--- src/hdl/srh_pkg.sv ---
// Shared types and constants for the sliding-window RMS history core.
// No dependencies; imported by every module of the block.
package srh_pkg;

  localparam int unsigned DEF_WINDOW_DEPTH  = 256;
  localparam int unsigned DEF_HISTORY_DEPTH = 64;
  localparam int unsigned DEF_MAX_CHANNELS  = 4;
  localparam int unsigned NGAIN             = 4;

  typedef enum logic [1:0] {
    CMD_SAMPLE = 2'd0,
    CMD_TICK   = 2'd1,
    CMD_READ   = 2'd2
  } cmd_t;

  localparam logic [2:0] REG_NUM_CH   = 3'd0;
  localparam logic [2:0] REG_WIN_LEN  = 3'd1;
  localparam logic [2:0] REG_HIST_LEN = 3'd2;
  localparam logic [2:0] REG_GAIN0    = 3'd3;
  localparam logic [2:0] REG_GAIN3    = 3'd6;

  localparam logic KIND_TICK = 1'b0;
  localparam logic KIND_READ = 1'b1;

  typedef enum logic [2:0] {
    ST_IDLE,
    ST_SMP_UPD,
    ST_TCK_CH,
    ST_TCK_WAIT,
    ST_TCK_EMIT,
    ST_RD_EMIT
  } ctl_state_t;

  typedef enum logic [3:0] {
    R_IDLE,
    R_MUL_LO,
    R_MUL_HI,
    R_ADD,
    R_SUB,
    R_DIV,
    R_SQRT,
    R_SCALE,
    R_SAT,
    R_DONE
  } rms_state_t;

endpackage

--- src/hdl/srh_ram.sv ---
// Simple dual-port synchronous RAM, one write and one registered read port.
// Depends on srh_pkg only for the common import convention.
module srh_ram import srh_pkg::*; #(
  parameter int unsigned DEPTH = 256,
  parameter int unsigned WIDTH = 16,
  localparam int unsigned AW = (DEPTH > 1) ? $clog2(DEPTH) : 1
) (
  input  logic             clk,
  input  logic             we,
  input  logic [AW-1:0]    waddr,
  input  logic [WIDTH-1:0] wdata,
  input  logic             re,
  input  logic [AW-1:0]    raddr,
  output logic [WIDTH-1:0] rdata
);

  logic [WIDTH-1:0] mem [DEPTH];

  always_ff @(posedge clk) begin
    if (we) begin
      mem[waddr] <= wdata;
    end
  end

  always_ff @(posedge clk) begin
    if (re) begin
      rdata <= mem[raddr];
    end
  end

endmodule

--- config.mk ---
export PLATFORM = sky130hd
export DESIGN_NAME = srh_ram
export DESIGN_NICKNAME = d
export VERILOG_FILES = /design/src/hdl/srh_pkg.sv /design/src/hdl/srh_ram.sv
export SDC_FILE = /design/constraint.sdc
export NUM_CORES = 2
export LEC_CHECK = 0
export ABC_AREA = 1
export BUFFER_PORTS_ARGS = -buffer_cell sky130_fd_sc_hd__buf_4
export CORE_MARGIN = 2
export CORE_UTILIZATION = 45
export DETAILED_ROUTE_END_ITERATION = 8
export PLACE_DENSITY = 0.6
export SYNTH_ARGS = -nofsm -noshare
export SYNTH_HDL_FRONTEND = slang
export SYNTH_SLANG_ARGS = --single-unit
--- constraint.sdc ---
create_clock -name clk -period 4.91 [get_ports clk]
set_input_delay 0.491 -clock clk [delete_from_list [all_inputs] [get_ports clk]]
set_output_delay 0.491 -clock clk [all_outputs]
set_load 0.05 [all_outputs]
==> metrics.cfg <==
[worst_setup_path]
end_kind=flop
path_max_fanout=46
crit_chain=buf_8 -> buf_4 -> buf_4 -> nand3_1 -> nand3_1 -> nand3_1 -> nand3_1 -> nand3_1 -> nand3_1 -> nand2_1 -> nand2_1 -> nand2_1
crit_arrival_ns=3.90
slowest_stage=buf_4
crit_type=input port to flop
cpPeakStageDelay_ns=0.60
crit_top_cell=nand3_1
crit_path_start_kind=input port
path_buf_inv=3
crit_required_ns=5.65
crit_family=simple AND/OR/NAND/NOR gates

[timing]
slew_violations=0
holdWs_ns=0.0301
fin_crit_sh_pct=64.4
maxSlewHeadroom_pct=22.8
rsz0062_at_grt=no
finalHoldViolations=0
setup_viol=0
fin_tns_setup_ns=0
min_period_ns=3.16
finClkSkew_ns=0.0749
fmax_ghz=0.316
worstMarginPinSlew_ns=1.16

[synthesis]
synth_top_area_share_pct=74.4
yosys-top-cells-area=edfxtp_1 74%, nand3_1 12%, nand2_1 9.5%, buf_2 1.5%, buf_4 0.74%
netlist_area_sq_um=166000
syn_area_per_cell_sq_um=12.2
yosysUniqueCellTypes=14
ys_ff_latch=4112
yosysSeqAreaShare_pct=74.4
synth_nets=13700
synth_top_cell_by_area=edfxtp_1
yosys_warnings=0
postSynthCellCount=13600

[global_routing]
grt_first_pass_wirelength_um=711000
grt_overflow=0
first_global_vias=101000
grt_max_degree=168
track_usage_pct=25.7
grt_antenna_before_repair=24

[die]
core_area_sq_um=366000
die-area_sq_um=373000
ioPinCount=51
num_rows=222
fp.dieW_um=611
start_util_pct=45.3
die_h_um=611

[cells_and_area]
utilization_pct=50.7
multi_input_area_sq_um=37100
stdcell_area_sq_um=186000
fill_cells=31000
nets=13700
drive_gt1_share_pct=8.24
syn2layout_area_growth_pct=12.1
regArea_sq_um=123000

[run]
cap_violations=0

[placement]
hpwl_um=273000
portBuffers=50
place_congestion=0.863
dpl_cell_area_sq_um=172000

[routing]
first_pass_iters=8
wirelength_um=490000
num_vias=109000
antenna_left=0
wl_per_cell_um=26.0
drc_errors=0
drt_iter0_drc=14300
viasPerCell=5.79

[power_and_ir_drop]
total_leakage_power_nw=64.7
power_w=0.0751
p_per_area_nw_per_um2=404
vdd_drop_max_v=0.000316

[clocking]
root_buffer=clkbuf_16
htreeDepth=5
clockBufferDepth=4
insertion_delay_ns=1.01
path_clk_slew_ns=0.06
cts_tree=done
post_cts_resized=0
cts_sinks=4112
cts_inserted_buffers=426

[worst_hold_path]
hold_class=input port to flop

[status]
status=completed

==> flip-flops by register name (all words and copies together), names as in the netlist <==
name	cells
mem	4096
rdata	16
==> per-stage QoR <==
step                      std cells  setup WS, ns
after global placement        18000         0.878
after detailed placement      18000         0.873
after global routing          18800          1.69
after floorplan               13600          2.58
after CTS                     18800          1.90
final                         18800          1.75
==> power breakdown <==
part / total (W) / leakage (nW) / internal (W) / switching, W
clock: 0.0317 / 6.60 / 0.0179 / 0.0138
combinational: 0.00459 / 21.1 / 0.00106 / 0.00353
sequential: 0.0388 / 37.0 / 0.0387 / 0.0000679
==> routing by layer <==
metal / share of wire, % / vias up / GRT usage, %
met1: 41 / 54500 / 37.1
met3: 9.0 / 725 / 4.15
met2: 46 / 5160 / 39.6
met4: 3.7 / 4 / 9.14
met5: 0.0047 / - / 0
li1: - / 48700 / -
==> cell usage in the layout, fill, tap and decap left out, types with 2 or more instances in the layout <==
cell type,instances
buf_12,93
buf_4,430
buf_8,19
bufinv_16,35
clkbuf_1,86
clkbuf_16,430
clkinv_1,118
clkinv_16,9
clkinv_2,78
clkinv_4,2
clkinv_8,7
clkinvlp_4,9
diode_2,13
dlygate4sd3_1,10
edfxtp_1,4112
inv_1,33
inv_16,5
inv_6,7
inv_8,2
nand2_1,4195
nand2_2,16
nand3_1,4035
nor2_1,273
nor2_2,10
==> cells in the mapped netlist <==
cell type and number:
nand2_1 4211, edfxtp_1 4112, nand3_1 4035, buf_2 495
nor2_1 283, buf_4 163, clkbuf_1 154, buf_1 70
buf_6 53, inv_1 35, inv_2 2, inv_4 2
buf_12 1, buf_8 1
==> logic make-up (layout without fill, tap and decap cells) <==
| kind of cell | Yosys count | in the layout | synth area share (%) |
|---|---|---|---|
| buf+inv | 976 | 1376 | 3.21 |
| flops | 4112 | 4112 | 74.4 |
| other cells | 0 | 13 | 0 |
| simple gates | 8529 | 8529 | 22.3 |
==> worst paths after layout <==
| path | from | end | depth (start not counted) | slack (ns) |
|---|---|---|---|---|
| max reg2reg | mem[255][7] | rdata[7] | 10 | 2.35 |
| min reg2reg | mem[46][10] | rdata[10] | 10 | 1.11 |
| min | wdata[11] | mem[100][11] | 1 | 0.03 |
| max | raddr[1] | rdata[7] | 12 | 1.75 |
==> timing repair <==
action | in CTS | in global routing
hold buffers | 10 | 0
setup buffers | 0 | 0
hold endpoints to repair | 206 | 0
==> cell type report <==
type,instances,share of cell area (%)
antenna,13,0.0175
clock buffer,516,5.96
clock inverter,267,1.33
inverter,39,0.107
multi-input combinational,8529,20.0
sequential,4112,66.4
tap,4816,3.24
timing repair buffer,554,2.97
(Power assumes the default switching activity.)
