[src/hdl/srh_pkg.sv]
// Shared types and constants for the sliding-window RMS history core.
// No dependencies; imported by every module of the block.
package srh_pkg;

  localparam int unsigned DEF_WINDOW_DEPTH  = 256;
  localparam int unsigned DEF_HISTORY_DEPTH = 64;
  localparam int unsigned DEF_MAX_CHANNELS  = 4;
  localparam int unsigned NGAIN             = 4;

  typedef enum logic [1:0] {
    CMD_SAMPLE = 2'd0,
    CMD_TICK   = 2'd1,
    CMD_READ   = 2'd2
  } cmd_t;

  localparam logic [2:0] REG_NUM_CH   = 3'd0;
  localparam logic [2:0] REG_WIN_LEN  = 3'd1;
  localparam logic [2:0] REG_HIST_LEN = 3'd2;
  localparam logic [2:0] REG_GAIN0    = 3'd3;
  localparam logic [2:0] REG_GAIN3    = 3'd6;

  localparam logic KIND_TICK = 1'b0;
  localparam logic KIND_READ = 1'b1;

  typedef enum logic [2:0] {
    ST_IDLE,
    ST_SMP_UPD,
    ST_TCK_CH,
    ST_TCK_WAIT,
    ST_TCK_EMIT,
    ST_RD_EMIT
  } ctl_state_t;

  typedef enum logic [3:0] {
    R_IDLE,
    R_MUL_LO,
    R_MUL_HI,
    R_ADD,
    R_SUB,
    R_DIV,
    R_SQRT,
    R_SCALE,
    R_SAT,
    R_DONE
  } rms_state_t;

endpackage

[src/hdl/srh_rms_unit.sv]
// Multi-cycle AC RMS unit: products, restoring divide, bitwise square root, gain.
// Depends on srh_pkg (rms_state_t).
module srh_rms_unit import srh_pkg::*; #(
  parameter int unsigned WINDOW_DEPTH = DEF_WINDOW_DEPTH,
  localparam int unsigned CW = $clog2(WINDOW_DEPTH + 1)
) (
  input  logic                 clk,
  input  logic                 rst,
  input  logic                 start,
  input  logic [CW-1:0]        n,
  input  logic signed [CW+15:0] sum,
  input  logic [CW+29:0]       sum_sq,
  input  logic [15:0]          gain,
  output logic                 done,
  output logic [31:0]          value
);

  localparam int unsigned SQ_W  = CW + 30;
  localparam int unsigned LO_W  = SQ_W / 2;
  localparam int unsigned HI_W  = SQ_W - LO_W;
  localparam int unsigned AS_W  = CW + 15;
  localparam int unsigned NQ_W  = 2 * CW + 30;
  localparam int unsigned N2_W  = 2 * CW;
  localparam int unsigned DV_W  = NQ_W + 16;
  localparam int unsigned RW    = (DV_W + 1) / 2;
  localparam int unsigned SX_W  = 2 * RW;
  localparam int unsigned CNT_W = $clog2(DV_W + 1);

  rms_state_t st, st_next;

  logic [CW-1:0]         n_q;
  logic [SQ_W-1:0]       sq_q;
  logic [AS_W-1:0]       as_q;
  logic [15:0]           gain_q;
  logic [CW+LO_W-1:0]    p_lo;
  logic [CW+HI_W-1:0]    p_hi;
  logic [NQ_W-1:0]       s2;
  logic [N2_W-1:0]       n2;
  logic [NQ_W-1:0]       nq;
  logic [DV_W-1:0]       dv;
  logic [N2_W-1:0]       rem;
  logic [SX_W-1:0]       xs;
  logic [RW-1:0]         root;
  logic [RW:0]           srem;
  logic [RW+15:0]        prod;
  logic [CNT_W-1:0]      cnt;

  logic [N2_W:0]         div_t;
  logic                  div_ge;
  logic [DV_W-1:0]       dv_step;
  logic [N2_W-1:0]       rem_step;
  logic [RW+2:0]         sq_t;
  logic [RW+2:0]         sq_trial;
  logic                  sq_ge;
  logic [RW+7:0]         scaled;

  always_comb begin
    div_t    = {rem, dv[DV_W-1]};
    div_ge   = div_t >= {1'b0, n2};
    rem_step = div_ge ? N2_W'(div_t - {1'b0, n2}) : div_t[N2_W-1:0];
    dv_step  = {dv[DV_W-2:0], div_ge};
    sq_t     = {srem, xs[SX_W-1 -: 2]};
    sq_trial = (RW+3)'({root, 2'b01});
    sq_ge    = sq_t >= sq_trial;
    scaled   = prod[RW+15:8];
  end

  always_comb begin
    st_next = st;
    unique case (st)
      R_IDLE:   if (start) st_next = R_MUL_LO;
      R_MUL_LO: st_next = R_MUL_HI;
      R_MUL_HI: st_next = R_ADD;
      R_ADD:    st_next = R_SUB;
      R_SUB:    st_next = R_DIV;
      R_DIV:    if (cnt == '0) st_next = R_SQRT;
      R_SQRT:   if (cnt == '0) st_next = R_SCALE;
      R_SCALE:  st_next = R_SAT;
      R_SAT:    st_next = R_DONE;
      R_DONE:   st_next = R_IDLE;
      default:  st_next = R_IDLE;
    endcase
  end

  always_comb begin
    done = (st == R_DONE);
  end

  always_ff @(posedge clk) begin
    if (rst) begin
      st <= R_IDLE;
    end else begin
      st <= st_next;
    end
  end

  always_ff @(posedge clk) begin
    case (st)
      R_IDLE: begin
        if (start) begin
          n_q    <= n;
          sq_q   <= sum_sq;
          as_q   <= AS_W'(sum[CW+15] ? -sum : sum);
          gain_q <= gain;
        end
      end
      R_MUL_LO: begin
        p_lo <= (CW+LO_W)'(n_q) * (CW+LO_W)'(sq_q[LO_W-1:0]);
        s2   <= NQ_W'(as_q) * NQ_W'(as_q);
        n2   <= N2_W'(n_q) * N2_W'(n_q);
      end
      R_MUL_HI: begin
        p_hi <= (CW+HI_W)'(n_q) * (CW+HI_W)'(sq_q[SQ_W-1:LO_W]);
      end
      R_ADD: begin
        nq <= (NQ_W'(p_hi) << LO_W) + NQ_W'(p_lo);
      end
      R_SUB: begin
        dv  <= {((nq > s2) ? (nq - s2) : NQ_W'(0)), 16'h0000};
        rem <= '0;
        cnt <= CNT_W'(DV_W - 1);
      end
      R_DIV: begin
        dv  <= dv_step;
        rem <= rem_step;
        if (cnt == '0) begin
          xs   <= SX_W'(dv_step);
          root <= '0;
          srem <= '0;
          cnt  <= CNT_W'(RW - 1);
        end else begin
          cnt <= cnt - 1'b1;
        end
      end
      R_SQRT: begin
        srem <= sq_ge ? (RW+1)'(sq_t - sq_trial) : (RW+1)'(sq_t);
        root <= {root[RW-2:0], sq_ge};
        xs   <= xs << 2;
        cnt  <= cnt - 1'b1;
      end
      R_SCALE: begin
        prod <= (RW+16)'(root) * (RW+16)'(gain_q);
      end
      R_SAT: begin
        value <= ((scaled >> 32) != '0) ? 32'hFFFF_FFFF : scaled[31:0];
      end
      default: ;
    endcase
  end

endmodule

[config.mk]
export PLATFORM = sky130hd
export DESIGN_NAME = srh_rms_unit
export DESIGN_NICKNAME = d
export VERILOG_FILES = /design/src/hdl/srh_pkg.sv /design/src/hdl/srh_rms_unit.sv
export SDC_FILE = /design/constraint.sdc
export NUM_CORES = 2
export LEC_CHECK = 0
export BUFFER_PORTS_ARGS = -buffer_cell sky130_fd_sc_hd__buf_2
export CORE_ASPECT_RATIO = 0.5
export CORE_MARGIN = 4
export CORE_UTILIZATION = 35
export DETAILED_ROUTE_END_ITERATION = 8
export GPL_ROUTABILITY_DRIVEN = 0
export PLACE_DENSITY = 0.63
export SETUP_SLACK_MARGIN = 0.02
export SLEW_MARGIN = 20
export SYNTH_ARGS = -nofsm -noshare
export SYNTH_HDL_FRONTEND = slang
export SYNTH_SLANG_ARGS = --single-unit
[constraint.sdc]
create_clock -name clk -period 10.4 [get_ports clk]
set_input_delay 1.04 -clock clk [delete_from_list [all_inputs] [get_ports clk]]
set_output_delay 1.04 -clock clk [all_outputs]
set_load 0.1 [all_outputs]
==> flow_summary.json <==
{
  "criticalPathCategory": "flop to flop",
  "place_area_sq_mm": 0.0732,
  "yosysSeqAreaShare": 0.236,
  "cts_setup_buffers": 0,
  "finalCritPeriodShare": 0.786,
  "tightest_slew_ps": 1150,
  "mostFrequentLayoutCells": "inv_1 (1496), fa_1 (1122), nand2_1 (1007)",
  "core_sq_mm": 0.198,
  "gr-usage-all-layers": 0.159,
  "timing.rr.start": "as_q[2]",
  "fillers": 19475,
  "firstDrtPassIters": 6,
  "rsz0062_at_grt": "false",
  "drive_gt1_frac": 0.0506,
  "die-area_sq_mm": 0.207,
  "synthArstFlopShare": 0,
  "tns_ps": 0,
  "yosys_warnings": 0,
  "synth_edf_count": 547,
  "remaining_drc_errors": 0,
  "whs_ps": 421,
  "grt_first_pass_wirelength_um": 266000,
  "cp_data_arrival_time_ps": 8630,
  "cts_resized": 0,
  "hold_class": "flop to flop",
  "final_cell_area_sq_mm": 0.0752,
  "ff_latch_area_sq_mm": 0.0165,
  "drv_cap": 0,
  "crit_start": "as_q[2]",
  "wl_per_cell_um": 16.4,
  "clk_pin_slew_ps": 70,
  "multi_input_area_sq_mm": 0.0468,
  "detail_route.vias_per_cell": 4.83,
  "ant_nets": 0,
  "path_max_fanout": 24,
  "globalRouteOverflowTotal": 0,
  "start_util": 0.354,
  "ys.flop_type": "edfxtp_1",
  "clkLatencyLatePin_ps": 710,
  "cts_tree": "yes",
  "antenna_found_initial": 8,
  "ys_types": 79,
  "synthToLayoutAreaGrowth_pct": 7.64,
  "grt_pass1_vias": 49950,
  "cp.required_ps": 10860,
  "drt_iter0_markers": 3036,
  "grt_max_degree": 80,
  "syn_inst": 7070,
  "drv_slew": 0,
  "hpwl_um": 122000,
  "htreeDepth": 2,
  "portBuffers": 124,
  "hold_violations": 0,
  "syn_area_per_cell_sq_um": 9.88,
  "wl_um": 160000,
  "final_common_cell": "inv_1",
  "final.setup_skew_ps": 85.2,
  "synth.ff_latch_count": 551,
  "outcome": "completed",
  "synth_area_sq_mm": 0.0698,
  "nets": 8796,
  "slew_headroom": 0.232,
  "num_vias": 47011,
  "endpoint_kind": "flop",
  "cts_root_buf": "clkbuf_16",
  "fp.dieW_um": 640,
  "die_y_um": 324,
  "start_kind": "flop",
  "ios": 125,
  "cts_hold_buf": 0,
  "syn_nets": 8822,
  "cts_buffers": 58,
  "rows": 115,
  "hold_start": "p_lo[0]",
  "cts.sinks": 551,
  "clockBufferDepth": 3,
  "max_freq_mhz": 122,
  "setup-violations-final": 0,
  "layout_min_cycle_time_ps": 8180
}
-- worst max-delay path: stages, from the launching register on --
cell and delay [ps]:
edfxtp_1 1060, nand2_1 260, fa_1 600, inv_1 50, fa_1 520, inv_1 50, fa_1 530, inv_1 50
fa_1 490, inv_1 50, fa_1 530, inv_1 50, fa_1 490, inv_1 50, fa_1 480, inv_1 50
ha_1 350, a21oi_1 160, o21ai_0 120, a221o_1 350, a21oi_1 270, a41oi_1 270, o21a_1 310, a31oi_1 350
o21ai_0 150, a21oi_1 190, xnor2_1 80
-- flip-flops by register name (all words and copies together) (netlist names) --
| name | count |
|---|---|
| st | 4 |
| as_q | 24 |
| srem | 33 |
| sq_q | 39 |
| p_hi | 29 |
| nq | 48 |
| s2 | 47 |
| cnt | 7 |
| value | 32 |
| n2 | 17 |
| gain_q | 16 |
| n_q | 9 |
| dv | 64 |
| p_lo | 28 |
| root | 32 |
| prod | 40 |
| rem | 18 |
| xs | 64 |
-- logic make-up (layout without fill, tap and decap cells) --
logic type      after synthesis  after routing  synth area share
simple gates               2041           2041             0.138
buf+inv                    1764           1785            0.0955
fa+ha+maj                  1660           1660             0.418
compound gates              718            718            0.0690
flops                       551            551             0.236
xor+xnor                    288            288            0.0361
mux                          48             48           0.00691
other cells                   0              2                 0
-- stage by stage --
stage / cells / setup WS, ps / util
6_report: 9725 / 2220 / 0.381
3_5_place_dp: 9611 / 2320 / 0.370
5_1_grt: 9724 / 1770 / 0.381
4_1_cts: 9718 / 2280 / 0.380
2_1_floorplan: 7070 / 2630 / -
3_3_place_gp: 9611 / 2440 / 0.370
-- synth_stat cells, types with 5 or more instances --
| master | n | share of area |
|---|---|---|
| buf_4 | 5 | 0.00054 |
| ha_1 | 538 | 0.096 |
| nand2b_1 | 32 | 0.0029 |
| nor3b_1 | 7 | 0.00075 |
| or3_1 | 13 | 0.0012 |
| o21bai_1 | 28 | 0.0030 |
| nor3_1 | 42 | 0.0030 |
| and4_1 | 8 | 0.0010 |
| nor2_1 | 213 | 0.011 |
| edfxtp_1 | 547 | 0.24 |
| a21boi_0 | 12 | 0.0013 |
| o21a_1 | 28 | 0.0030 |
| nand3_1 | 48 | 0.0034 |
| buf_1 | 15 | 0.00081 |
| buf_2 | 5 | 0.00036 |
| a21o_1 | 107 | 0.012 |
| fa_1 | 1122 | 0.32 |
| a211oi_1 | 25 | 0.0027 |
| inv_1 | 1496 | 0.080 |
| and3_1 | 26 | 0.0023 |
| o21ai_0 | 110 | 0.0079 |
| xor2_1 | 103 | 0.013 |
| o21ba_2 | 6 | 0.00086 |
| mux2i_1 | 46 | 0.0066 |
| nand4_1 | 35 | 0.0031 |
| o31ai_1 | 20 | 0.0021 |
| a22o_1 | 47 | 0.0059 |
| o41ai_1 | 7 | 0.00088 |
| a21oi_1 | 216 | 0.015 |
| a211o_1 | 9 | 0.0011 |
| nand2_1 | 1008 | 0.054 |
| o211ai_1 | 9 | 0.00097 |
| or2_2 | 45 | 0.0040 |
| clkbuf_1 | 240 | 0.013 |
| o22ai_1 | 5 | 0.00045 |
| nor2b_1 | 31 | 0.0028 |
| nor4_1 | 9 | 0.00081 |
| a31oi_1 | 23 | 0.0021 |
| xnor2_1 | 185 | 0.023 |
| o31a_1 | 6 | 0.00075 |
| and2_1 | 512 | 0.046 |
| a221oi_1 | 5 | 0.00063 |
-- cell type report --
cell class              instances  share of cell area
diodes                          2           0.0000666
clock buffers                  62              0.0195
flip-flops and latches        551               0.220
repair buffers                182              0.0145
clock inverters                45             0.00589
well taps                    2632              0.0438
inverters                    1496              0.0747
multi-input cells            4755               0.622
-- metal layers --
layer / global-route usage / vias up / part of all wire
met3: 0.0223 / 223 / 0.056
met5: 0 / - / 0
met1: 0.216 / 23669 / 0.45
met4: 0.0435 / 0 / 0.029
met2: 0.267 / 1173 / 0.47
li1: - / 21946 / -
-- path summary, 6_finish.rpt --
kind / to / slack [ps] / depth (start not counted)
max: s2[47] / 2220 / 26
min: nq[0] / 420 / 0
max reg2reg: s2[47] / 2220 / 26
min reg2reg: nq[0] / 420 / 0
Power is left out: the tool's default activity adds up to more than one toggle a clock period on the data nets, which glitch-free logic cannot reach.
